`src/hdl/ppmfd_pkg.sv`:
```
// Shared types and constants for the PPM frame decoder.
package ppmfd_pkg;

    // Default configuration of the block
    localparam int CHANNEL_COUNT_DEF = 8;
    localparam int REPORT_AXES_DEF   = 4;
    localparam int TIMER_BITS_DEF    = 16;

    // Fixed field widths
    localparam int STAMP_W = 16;
    localparam int BYTE_W  = 8;

    // Reset value of the sync threshold register
    localparam logic [STAMP_W-1:0] SYNC_RESET = 16'd5000;

    // Pulse width window that maps onto the axis range
    localparam logic [STAMP_W-1:0] WIDTH_LOW  = 16'd950;
    localparam logic [STAMP_W-1:0] WIDTH_HIGH = 16'd1950;

    // floor(x * 254 / 1000) == (x * MAP_K) >> MAP_SHIFT for x in 0..1000
    localparam int               MAP_PROD_W = 35;
    localparam int               MAP_SHIFT  = 26;
    localparam logic [MAP_PROD_W-1:0] MAP_K = 35'd17045686;

    // Offset that centers the mapped axis on zero
    localparam logic [BYTE_W-1:0] AXIS_OFFSET = 8'd127;

    // Header byte at the start of every report
    localparam logic [BYTE_W-1:0] HEADER_BYTE = 8'h00;

    typedef enum logic {
        KIND_CAPTURE = 1'b0,
        KIND_REPORT  = 1'b1
    } kind_t;

    // Capture beat handed from the input register to the timing logic
    typedef struct packed {
        logic               fire;
        logic [STAMP_W-1:0] stamp;
    } capture_beat_t;

endpackage

```
`src/hdl/ppmfd_capture.sv`:
```
// Pulse gap measurement, channel index and stored channel widths.
module ppmfd_capture #(
    parameter int CHANNEL_COUNT = ppmfd_pkg::CHANNEL_COUNT_DEF,
    parameter int TIMER_BITS    = ppmfd_pkg::TIMER_BITS_DEF
) (
    input  logic                          clk,
    input  logic                          rst_n,
    input  logic                          cfg_write,
    input  logic [ppmfd_pkg::STAMP_W-1:0] cfg_data,
    input  ppmfd_pkg::capture_beat_t      beat,
    output logic [ppmfd_pkg::STAMP_W-1:0] widths [CHANNEL_COUNT]
);
    import ppmfd_pkg::*;

    localparam int DW    = (TIMER_BITS > STAMP_W) ? TIMER_BITS : STAMP_W;
    localparam int IDX_W = (CHANNEL_COUNT > 1) ? $clog2(CHANNEL_COUNT) : 1;

    logic [STAMP_W-1:0] thr_reg;
    logic [STAMP_W-1:0] prev_reg;
    logic [STAMP_W-1:0] prev_next;
    logic [IDX_W-1:0]   idx_reg;
    logic [IDX_W-1:0]   idx_next;
    logic [STAMP_W-1:0] widths_reg  [CHANNEL_COUNT];
    logic [STAMP_W-1:0] widths_next [CHANNEL_COUNT];

    logic [DW-1:0]         diff;
    logic [TIMER_BITS-1:0] gap;
    logic [DW-1:0]         gap_ext;
    logic                  is_sync;

    // Wrapped gap modulo the timer width
    assign diff    = DW'(beat.stamp) - DW'(prev_reg);
    assign gap     = diff[TIMER_BITS-1:0];
    assign gap_ext = DW'(gap);
    assign is_sync = gap_ext > DW'(thr_reg);

    always_comb
    begin
        prev_next = prev_reg;
        idx_next  = idx_reg;
        for (int i = 0; i < CHANNEL_COUNT; i++)
        begin
            widths_next[i] = widths_reg[i];
        end
        if (beat.fire)
        begin
            prev_next = beat.stamp;
            if (is_sync)
            begin
                idx_next = '0;
            end
            else
            begin
                for (int i = 0; i < CHANNEL_COUNT; i++)
                begin
                    if (idx_reg == IDX_W'(i))
                    begin
                        widths_next[i] = gap_ext[STAMP_W-1:0];
                    end
                end
                if (idx_reg == IDX_W'(CHANNEL_COUNT - 1))
                begin
                    idx_next = '0;
                end
                else
                begin
                    idx_next = idx_reg + 1'b1;
                end
            end
        end
    end

    always_ff @(posedge clk or negedge rst_n)
    begin
        if (!rst_n)
        begin
            thr_reg  <= SYNC_RESET;
            prev_reg <= '0;
            idx_reg  <= '0;
            for (int i = 0; i < CHANNEL_COUNT; i++)
            begin
                widths_reg[i] <= '0;
            end
        end
        else
        begin
            if (cfg_write)
            begin
                thr_reg <= cfg_data;
            end
            prev_reg <= prev_next;
            idx_reg  <= idx_next;
            for (int i = 0; i < CHANNEL_COUNT; i++)
            begin
                widths_reg[i] <= widths_next[i];
            end
        end
    end

    assign widths = widths_reg;

endmodule

```
`src/hdl/ppmfd_axis_map.sv`:
```
// Clamp a pulse width and map it linearly onto a signed axis byte.
module ppmfd_axis_map (
    input  logic [ppmfd_pkg::STAMP_W-1:0] width,
    output logic [ppmfd_pkg::BYTE_W-1:0]  axis_byte
);
    import ppmfd_pkg::*;

    logic [STAMP_W-1:0]    clamped;
    logic [STAMP_W-1:0]    offset;
    logic [MAP_PROD_W-1:0] prod;
    logic [BYTE_W-1:0]     span;

    always_comb
    begin
        if (width < WIDTH_LOW)
        begin
            clamped = WIDTH_LOW;
        end
        else if (width > WIDTH_HIGH)
        begin
            clamped = WIDTH_HIGH;
        end
        else
        begin
            clamped = width;
        end
    end

    // offset is 0..1000, span is 0..254
    assign offset    = clamped - WIDTH_LOW;
    assign prod      = MAP_PROD_W'(offset) * MAP_K;
    assign span      = prod[MAP_SHIFT+BYTE_W-1:MAP_SHIFT];
    assign axis_byte = span - AXIS_OFFSET;

endmodule

```
`src/hdl/ppmfd_report_out.sv`:
```
// Report output buffer: holds one report and streams it a beat at a time.
module ppmfd_report_out #(
    parameter int REPORT_AXES = ppmfd_pkg::REPORT_AXES_DEF
) (
    input  logic                         clk,
    input  logic                         rst_n,
    input  logic                         load,
    input  logic [ppmfd_pkg::BYTE_W-1:0] axis_bytes [REPORT_AXES],
    input  logic                         out_stall,
    output logic                         load_ok,
    output logic                         out_valid,
    output logic [ppmfd_pkg::BYTE_W-1:0] report_byte,
    output logic                         last_byte
);
    import ppmfd_pkg::*;

    localparam int BEATS = REPORT_AXES + 1;
    localparam int CNT_W = $clog2(BEATS + 1);

    logic [BYTE_W-1:0] bytes_reg  [BEATS];
    logic [BYTE_W-1:0] bytes_next [BEATS];
    logic [CNT_W-1:0]  cnt_reg;
    logic [CNT_W-1:0]  cnt_next;
    logic              take;

    assign out_valid   = (cnt_reg != '0);
    assign last_byte   = (cnt_reg == CNT_W'(1));
    assign report_byte = bytes_reg[0];
    assign take        = out_valid && !out_stall;
    // Buffer is free when empty or when its last beat leaves this cycle
    assign load_ok     = !out_valid || (last_byte && !out_stall);

    always_comb
    begin
        cnt_next = cnt_reg;
        for (int i = 0; i < BEATS; i++)
        begin
            bytes_next[i] = bytes_reg[i];
        end
        if (load)
        begin
            cnt_next      = CNT_W'(BEATS);
            bytes_next[0] = HEADER_BYTE;
            for (int i = 0; i < REPORT_AXES; i++)
            begin
                bytes_next[i+1] = axis_bytes[i];
            end
        end
        else if (take)
        begin
            cnt_next = cnt_reg - 1'b1;
            for (int i = 0; i < BEATS - 1; i++)
            begin
                bytes_next[i] = bytes_reg[i+1];
            end
        end
    end

    always_ff @(posedge clk or negedge rst_n)
    begin
        if (!rst_n)
        begin
            cnt_reg <= '0;
        end
        else
        begin
            cnt_reg <= cnt_next;
        end
    end

    always_ff @(posedge clk)
    begin
        for (int i = 0; i < BEATS; i++)
        begin
            bytes_reg[i] <= bytes_next[i];
        end
    end

endmodule

```
`src/hdl/ppm_frame_decoder.sv`:
```
// Top level of the PPM frame decoder.
//
// Input channel (in_valid / in_stall, kind, capture_time): a capture beat
// (kind 0) carries the timer stamp of one PPM edge; a report beat (kind 1)
// asks for one report. Beats land in an input register first.
// Captures stall only behind a waiting report; else one is accepted every
// cycle and updates the channel widths in the cycle after acceptance. A gap
// above sync_threshold restarts the channel index; any other gap is stored
// as the current channel width. Output channel (out_valid / out_stall,
// report_byte, last_byte): a report is 1 + REPORT_AXES beats, a zero header
// then the mapped axes, last_byte set on the final beat. The axes are
// snapshot when the report leaves the input register, so later captures do
// not disturb a report in flight. The header beat is shown once the report
// has passed the input register and been loaded into the output buffer, which
// holds one report and takes a new one only as its last beat leaves.
// When the receiver stalls, the buffer holds its beat; a waiting report then
// holds the input register and in_stall rises, while captures keep flowing
// until a report reaches the input register.
// Reset clears the stamp, the channel index, all widths (axes report -127)
// and loads sync_threshold with 5000. cfg_write loads sync_threshold.
module ppm_frame_decoder #(
    parameter int CHANNEL_COUNT = ppmfd_pkg::CHANNEL_COUNT_DEF,
    parameter int REPORT_AXES   = ppmfd_pkg::REPORT_AXES_DEF,
    parameter int TIMER_BITS    = ppmfd_pkg::TIMER_BITS_DEF
) (
    input  logic                          clk,
    input  logic                          rst_n,
    input  logic                          cfg_write,
    input  logic [ppmfd_pkg::STAMP_W-1:0] cfg_data,
    input  logic                          in_valid,
    output logic                          in_stall,
    input  logic                          kind,
    input  logic [ppmfd_pkg::STAMP_W-1:0] capture_time,
    output logic                          out_valid,
    input  logic                          out_stall,
    output logic signed [ppmfd_pkg::BYTE_W-1:0] report_byte,
    output logic                          last_byte
);
    import ppmfd_pkg::*;

    // Input register
    logic               in_valid_reg;
    logic               in_valid_next;
    kind_t              kind_reg;
    kind_t              kind_next;
    logic [STAMP_W-1:0] stamp_reg;
    logic [STAMP_W-1:0] stamp_next;

    capture_beat_t      beat;
    logic [STAMP_W-1:0] widths     [CHANNEL_COUNT];
    logic [BYTE_W-1:0]  axis_bytes [REPORT_AXES];
    logic               load_ok;
    logic               load;
    logic [BYTE_W-1:0]  byte_out;

    // Hold a report in the input register until the buffer is free
    assign in_stall = in_valid_reg && (kind_reg == KIND_REPORT) && !load_ok;
    assign load     = in_valid_reg && (kind_reg == KIND_REPORT) && load_ok;

    assign beat = '{fire: in_valid_reg && (kind_reg == KIND_CAPTURE), stamp: stamp_reg};

    always_comb
    begin
        in_valid_next = in_valid_reg;
        kind_next     = kind_reg;
        stamp_next    = stamp_reg;
        if (!in_stall)
        begin
            in_valid_next = in_valid;
            kind_next     = kind_t'(kind);
            stamp_next    = capture_time;
        end
    end

    always_ff @(posedge clk or negedge rst_n)
    begin
        if (!rst_n)
        begin
            in_valid_reg <= 1'b0;
        end
        else
        begin
            in_valid_reg <= in_valid_next;
        end
    end

    always_ff @(posedge clk)
    begin
        kind_reg  <= kind_next;
        stamp_reg <= stamp_next;
    end

    ppmfd_capture #(
        .CHANNEL_COUNT (CHANNEL_COUNT),
        .TIMER_BITS    (TIMER_BITS)
    ) u_capture (
        .clk       (clk),
        .rst_n     (rst_n),
        .cfg_write (cfg_write),
        .cfg_data  (cfg_data),
        .beat      (beat),
        .widths    (widths)
    );

    // One mapper per axis; an axis with no channel reads as width zero
    for (genvar k = 0; k < REPORT_AXES; k++)
    begin : g_axis
        logic [STAMP_W-1:0] axis_width;
        if (k < CHANNEL_COUNT)
        begin : g_chan
            assign axis_width = widths[k];
        end
        else
        begin : g_none
            assign axis_width = '0;
        end
        ppmfd_axis_map u_map (
            .width     (axis_width),
            .axis_byte (axis_bytes[k])
        );
    end

    ppmfd_report_out #(
        .REPORT_AXES (REPORT_AXES)
    ) u_report (
        .clk         (clk),
        .rst_n       (rst_n),
        .load        (load),
        .axis_bytes  (axis_bytes),
        .out_stall   (out_stall),
        .load_ok     (load_ok),
        .out_valid   (out_valid),
        .report_byte (byte_out),
        .last_byte   (last_byte)
    );

    assign report_byte = $signed(byte_out);

endmodule

```
`config.mk`:
```
export PLATFORM = sky130hd
export DESIGN_NAME = ppm_frame_decoder
export DESIGN_NICKNAME = d
export VERILOG_FILES = /design/src/hdl/ppmfd_pkg.sv /design/src/hdl/ppmfd_capture.sv /design/src/hdl/ppmfd_axis_map.sv /design/src/hdl/ppmfd_report_out.sv /design/src/hdl/ppm_frame_decoder.sv
export SDC_FILE = /design/constraint.sdc
export NUM_CORES = 1
export LEC_CHECK = 0
export BUFFER_PORTS_ARGS = -buffer_cell sky130_fd_sc_hd__buf_2
export CORE_UTILIZATION = 55
export CTS_CLUSTER_SIZE = 12
export DETAILED_ROUTE_END_ITERATION = 10
export PLACE_DENSITY_LB_ADDON = 0.2
export SLEW_MARGIN = 10
export SYNTH_ARGS = -nofsm -noshare
export SYNTH_HDL_FRONTEND = slang
export SYNTH_SLANG_ARGS = --single-unit
```
`constraint.sdc`:
```
create_clock -name clk -period 27.8 [get_ports clk]
set_clock_uncertainty 0.2 [all_clocks]
set_input_delay 2.78 -clock clk [delete_from_list [all_inputs] [get_ports clk]]
set_output_delay 2.78 -clock clk [all_outputs]
set_load 0.02 [all_outputs]
```
==> impl_metrics.yaml <==
outcome:
  run_status: "complete, no violations"
global_route:
  grt_max_degree: 70
  grt_pass1_wl_um: 96200
  antenna_found_initial: 0
  grt_pass1_vias: 19200
  track_usage_pct: 25.6
  grt.overflow.total: 0
logic_synthesis:
  yosys.area_share.xor_xnor_pct: 3.62
  synthAdderAreaFrac_pct: 49.7
  ys_async_sr_fraction_pct: 64.4
  syn-cell-area_um2: 25800
  muxShareOfSynthArea_pct: 2.88
  synth_seq_cells: 160
  synth_top_area_cell: "ha_1"
  ys_warn_count: 0
  synth-simple-area-share_pct: 8.86
  ys.flop_type: "dfrtp_1"
  synth_compound_area_share_pct: 8.84
  avgSynthCellArea_um2: 9.78
  synth.distinct_cells: 90
  synthCells: 2636
  ys_top_cells_by_area: "ha_1 28%, fa_1 22%, dfrtp_1 9.5%, inv_1 9.0%, edfxtp_1 5.7%"
  synth_top_family_by_area: "adder cells"
  synth-seq-area-share_pct: 16.3
  synth_enable_flop_cells: 49
  yosysTopAreaCellShare_pct: 27.8
placement:
  dp_hpwl_um: 49100
  dp_cells: 3332
  port_buffers: 48
  gp_congestion: 0.892
layout:
  largest_reg_flops: 64
  fin_cells: 3364
  num_antenna_cells: 0
  nets: 3643
  drive_gt1_share_pct: 6.87
  fin_util_pct: 60.2
  syn2layout_area_growth_pct: 6.92
  fill_cells: 3859
  layout_commonest_cell: "inv_1"
  final_cell_mix: "620 x inv_1, 573 x ha_1, 281 x fa_1, 116 x nand2_1, 98 x dfrtp_1"
worst_setup_path:
  rr_worst_depth: 33
  crit_fanout: 8
  arrival_ns: 10.04
  critPathMaxStageDelay_ns: 0.66
  crit_slowest_cell: "nor2_1"
  crit_type: "reg -> reg"
  startpoint_type: "flop"
  crit_path_end: "u_report.bytes_reg[0][14]$_DFFE_PP_"
  reg2reg_slack_ns: 17.77
  r2r-end: "u_report.bytes_reg[0][14]$_DFFE_PP_"
  end_kind: "flop"
  critPathTopFamily: "simple AND/OR/NAND/NOR gates"
  crit_buf_inv: 3
  required_ns: 27.81
  crit_start: "u_capture.widths[127]$_DFFE_PN0P_"
  worstReg2RegStart: "u_capture.widths[127]$_DFFE_PN0P_"
  crit_top_cell: "ha_1"
  cp.depth: 33
sta:
  fin_crit_sh_pct: 36.1
  fin_tns_setup_ns: 0
  rsz0062_at_grt: "false"
  slew_viol_final: 0
  hold_slack_ns: 0.254
  setup_viol: 0
  timing.slew.headroom_pct: 19.1
  hold_viol: 0
  post-route-min-period_ns: 10.03
  fmax_mhz: 99.7
  tightest_slew_ns: 1.21
route:
  wl_met1_um: 27700
  detail-route-antenna-nets: 0
  drc: 0
  dr_wl_met3_um: 2590
  viasPerCell: 5.41
  routedWlPerCell_um: 17.1
  routed-wl-met2_um: 26700
  drt-total-wl_um: 57600
  vias: 18200
  drtPass1Iterations: 6
  maxUsedRoutingLayer: "met4"
  dr.first_iter.drc_count: 839
clock_tree:
  cts_made_buffers: 17
  postCtsSetupBuffers: 0
  clk_latency_ns: 0.44
  clock-sinks: 160
  cts-root-buf: "clkbuf_16"
  max-clock-path-buffers: 2
  cts.reportedPaths.clkPinSlew_ns: 0.06
  htree_num_levels: 4
  ctsResizeCount: 0
  hold_buffers: 0
  cts_tree: "built"
floorplanning:
  start_util_pct: 56.3
  rows: 78
  io_pins: 49
  die_x_um: 219
  die-area_um2: 47800
  core_area_um2: 45800
  die_h_um: 219
min_path:
  hold_path.class: "reg -> reg"
job:
  max-cap-violations: 0
==> layer usage <==
metal / track usage, % / vias to the layer above
met2: 42.4 / 377
met1: 36.1 / 8910
met4: 4.06 / 0
met5: 0 / -
met3: 3.42 / 55
li1: - / 8869
==> worst min-delay path by stage <==
| stage | start | endpoint | slack, ns | cells past startpoint |
|---|---|---|---|---|
| 2_1_floorplan | u_report.bytes_reg[0][0]$_SDFFE_PP0P_ | u_report.bytes_reg[0][0]$_SDFFE_PP0P_ | 0.24 | 2 |
| 3_3_place_gp | u_report.bytes_reg[0][3]$_SDFFE_PP0P_ | u_report.bytes_reg[0][3]$_SDFFE_PP0P_ | 0.24 | 2 |
| 3_5_place_dp | u_report.bytes_reg[0][3]$_SDFFE_PP0P_ | u_report.bytes_reg[0][3]$_SDFFE_PP0P_ | 0.25 | 2 |
| 4_1_cts | u_report.bytes_reg[0][3]$_SDFFE_PP0P_ | u_report.bytes_reg[0][3]$_SDFFE_PP0P_ | 0.26 | 2 |
| 5_1_grt | u_report.bytes_reg[0][0]$_SDFFE_PP0P_ | u_report.bytes_reg[0][0]$_SDFFE_PP0P_ | 0.27 | 2 |
| 6_report | u_report.bytes_reg[0][3]$_SDFFE_PP0P_ | u_report.bytes_reg[0][3]$_SDFFE_PP0P_ | 0.25 | 2 |
==> worst min-delay path, delay by kind of cell, from the launching register on <==
kind | cells | cell delay [ns]
AO/OA/AOI/OAI | 1 | 0.05
flip-flops | 1 | 0.31
AND/OR/NAND/NOR | 1 | 0.05
==> through the flow <==
stage          instance area [um2]  setup slack (ns)
6_report                     27600             17.77
3_3_place_gp                 27000             17.90
4_1_cts                      27600             17.79
5_1_grt                      27600             17.20
3_5_place_dp                 27000             17.83
2_1_floorplan                26000             18.79
==> layout make-up <==
| cell class | instances | area, um2 | area share [%] |
|---|---|---|---|
| clock inverters | 13 | 129 | 0.467 |
| well taps | 600 | 751 | 2.72 |
| multi-input cells | 1883 | 19300 | 70.1 |
| clock buffers | 19 | 433 | 1.57 |
| repair buffers | 68 | 393 | 1.43 |
| flip-flops and latches | 160 | 4220 | 15.3 |
| inverters | 621 | 2330 | 8.46 |
==> cell usage after synthesis (6+ instances only) <==
cell,number
or3_1,9
buf_4,8
nand4_1,22
nor4_1,8
dfrtp_1,98
or2_2,10
dfxtp_1,8
nor2b_1,20
and2_1,11
inv_1,620
nor3_1,22
fa_1,281
xnor2_1,58
o31ai_1,6
o21bai_1,6
a31oi_1,13
ha_1,573
edfxtp_1,49
o21a_1,9
mux2_2,52
nand2_1,116
nand2b_1,16
o211ai_1,9
a21oi_1,93
o22ai_1,7
and3_1,23
a21o_1,41
and4b_1,6
xor2_1,45
o21ai_0,79
mux2i_1,10
nor2_1,73
or4_1,8
o21ai_1,17
clkbuf_1,30
nand3_1,58
and3b_1,6
a211oi_1,14
==> cells by family (layout without fill, tap and decap cells) <==
| logic type | count (synthesis) | count (layout) |
|---|---|---|
| adder cells (fa/ha/maj) | 855 | 855 |
| buffers and inverters | 662 | 721 |
| AND/OR/NAND/NOR | 437 | 437 |
| AO/OA/AOI/OAI | 348 | 348 |
| flip-flops | 160 | 160 |
| XOR/XNOR | 105 | 105 |
| multiplexers | 67 | 67 |
| other | 2 | 71 |
Power is left out: the tool's default activity adds up to more than one toggle a clock period on the data nets, which glitch-free logic cannot reach.
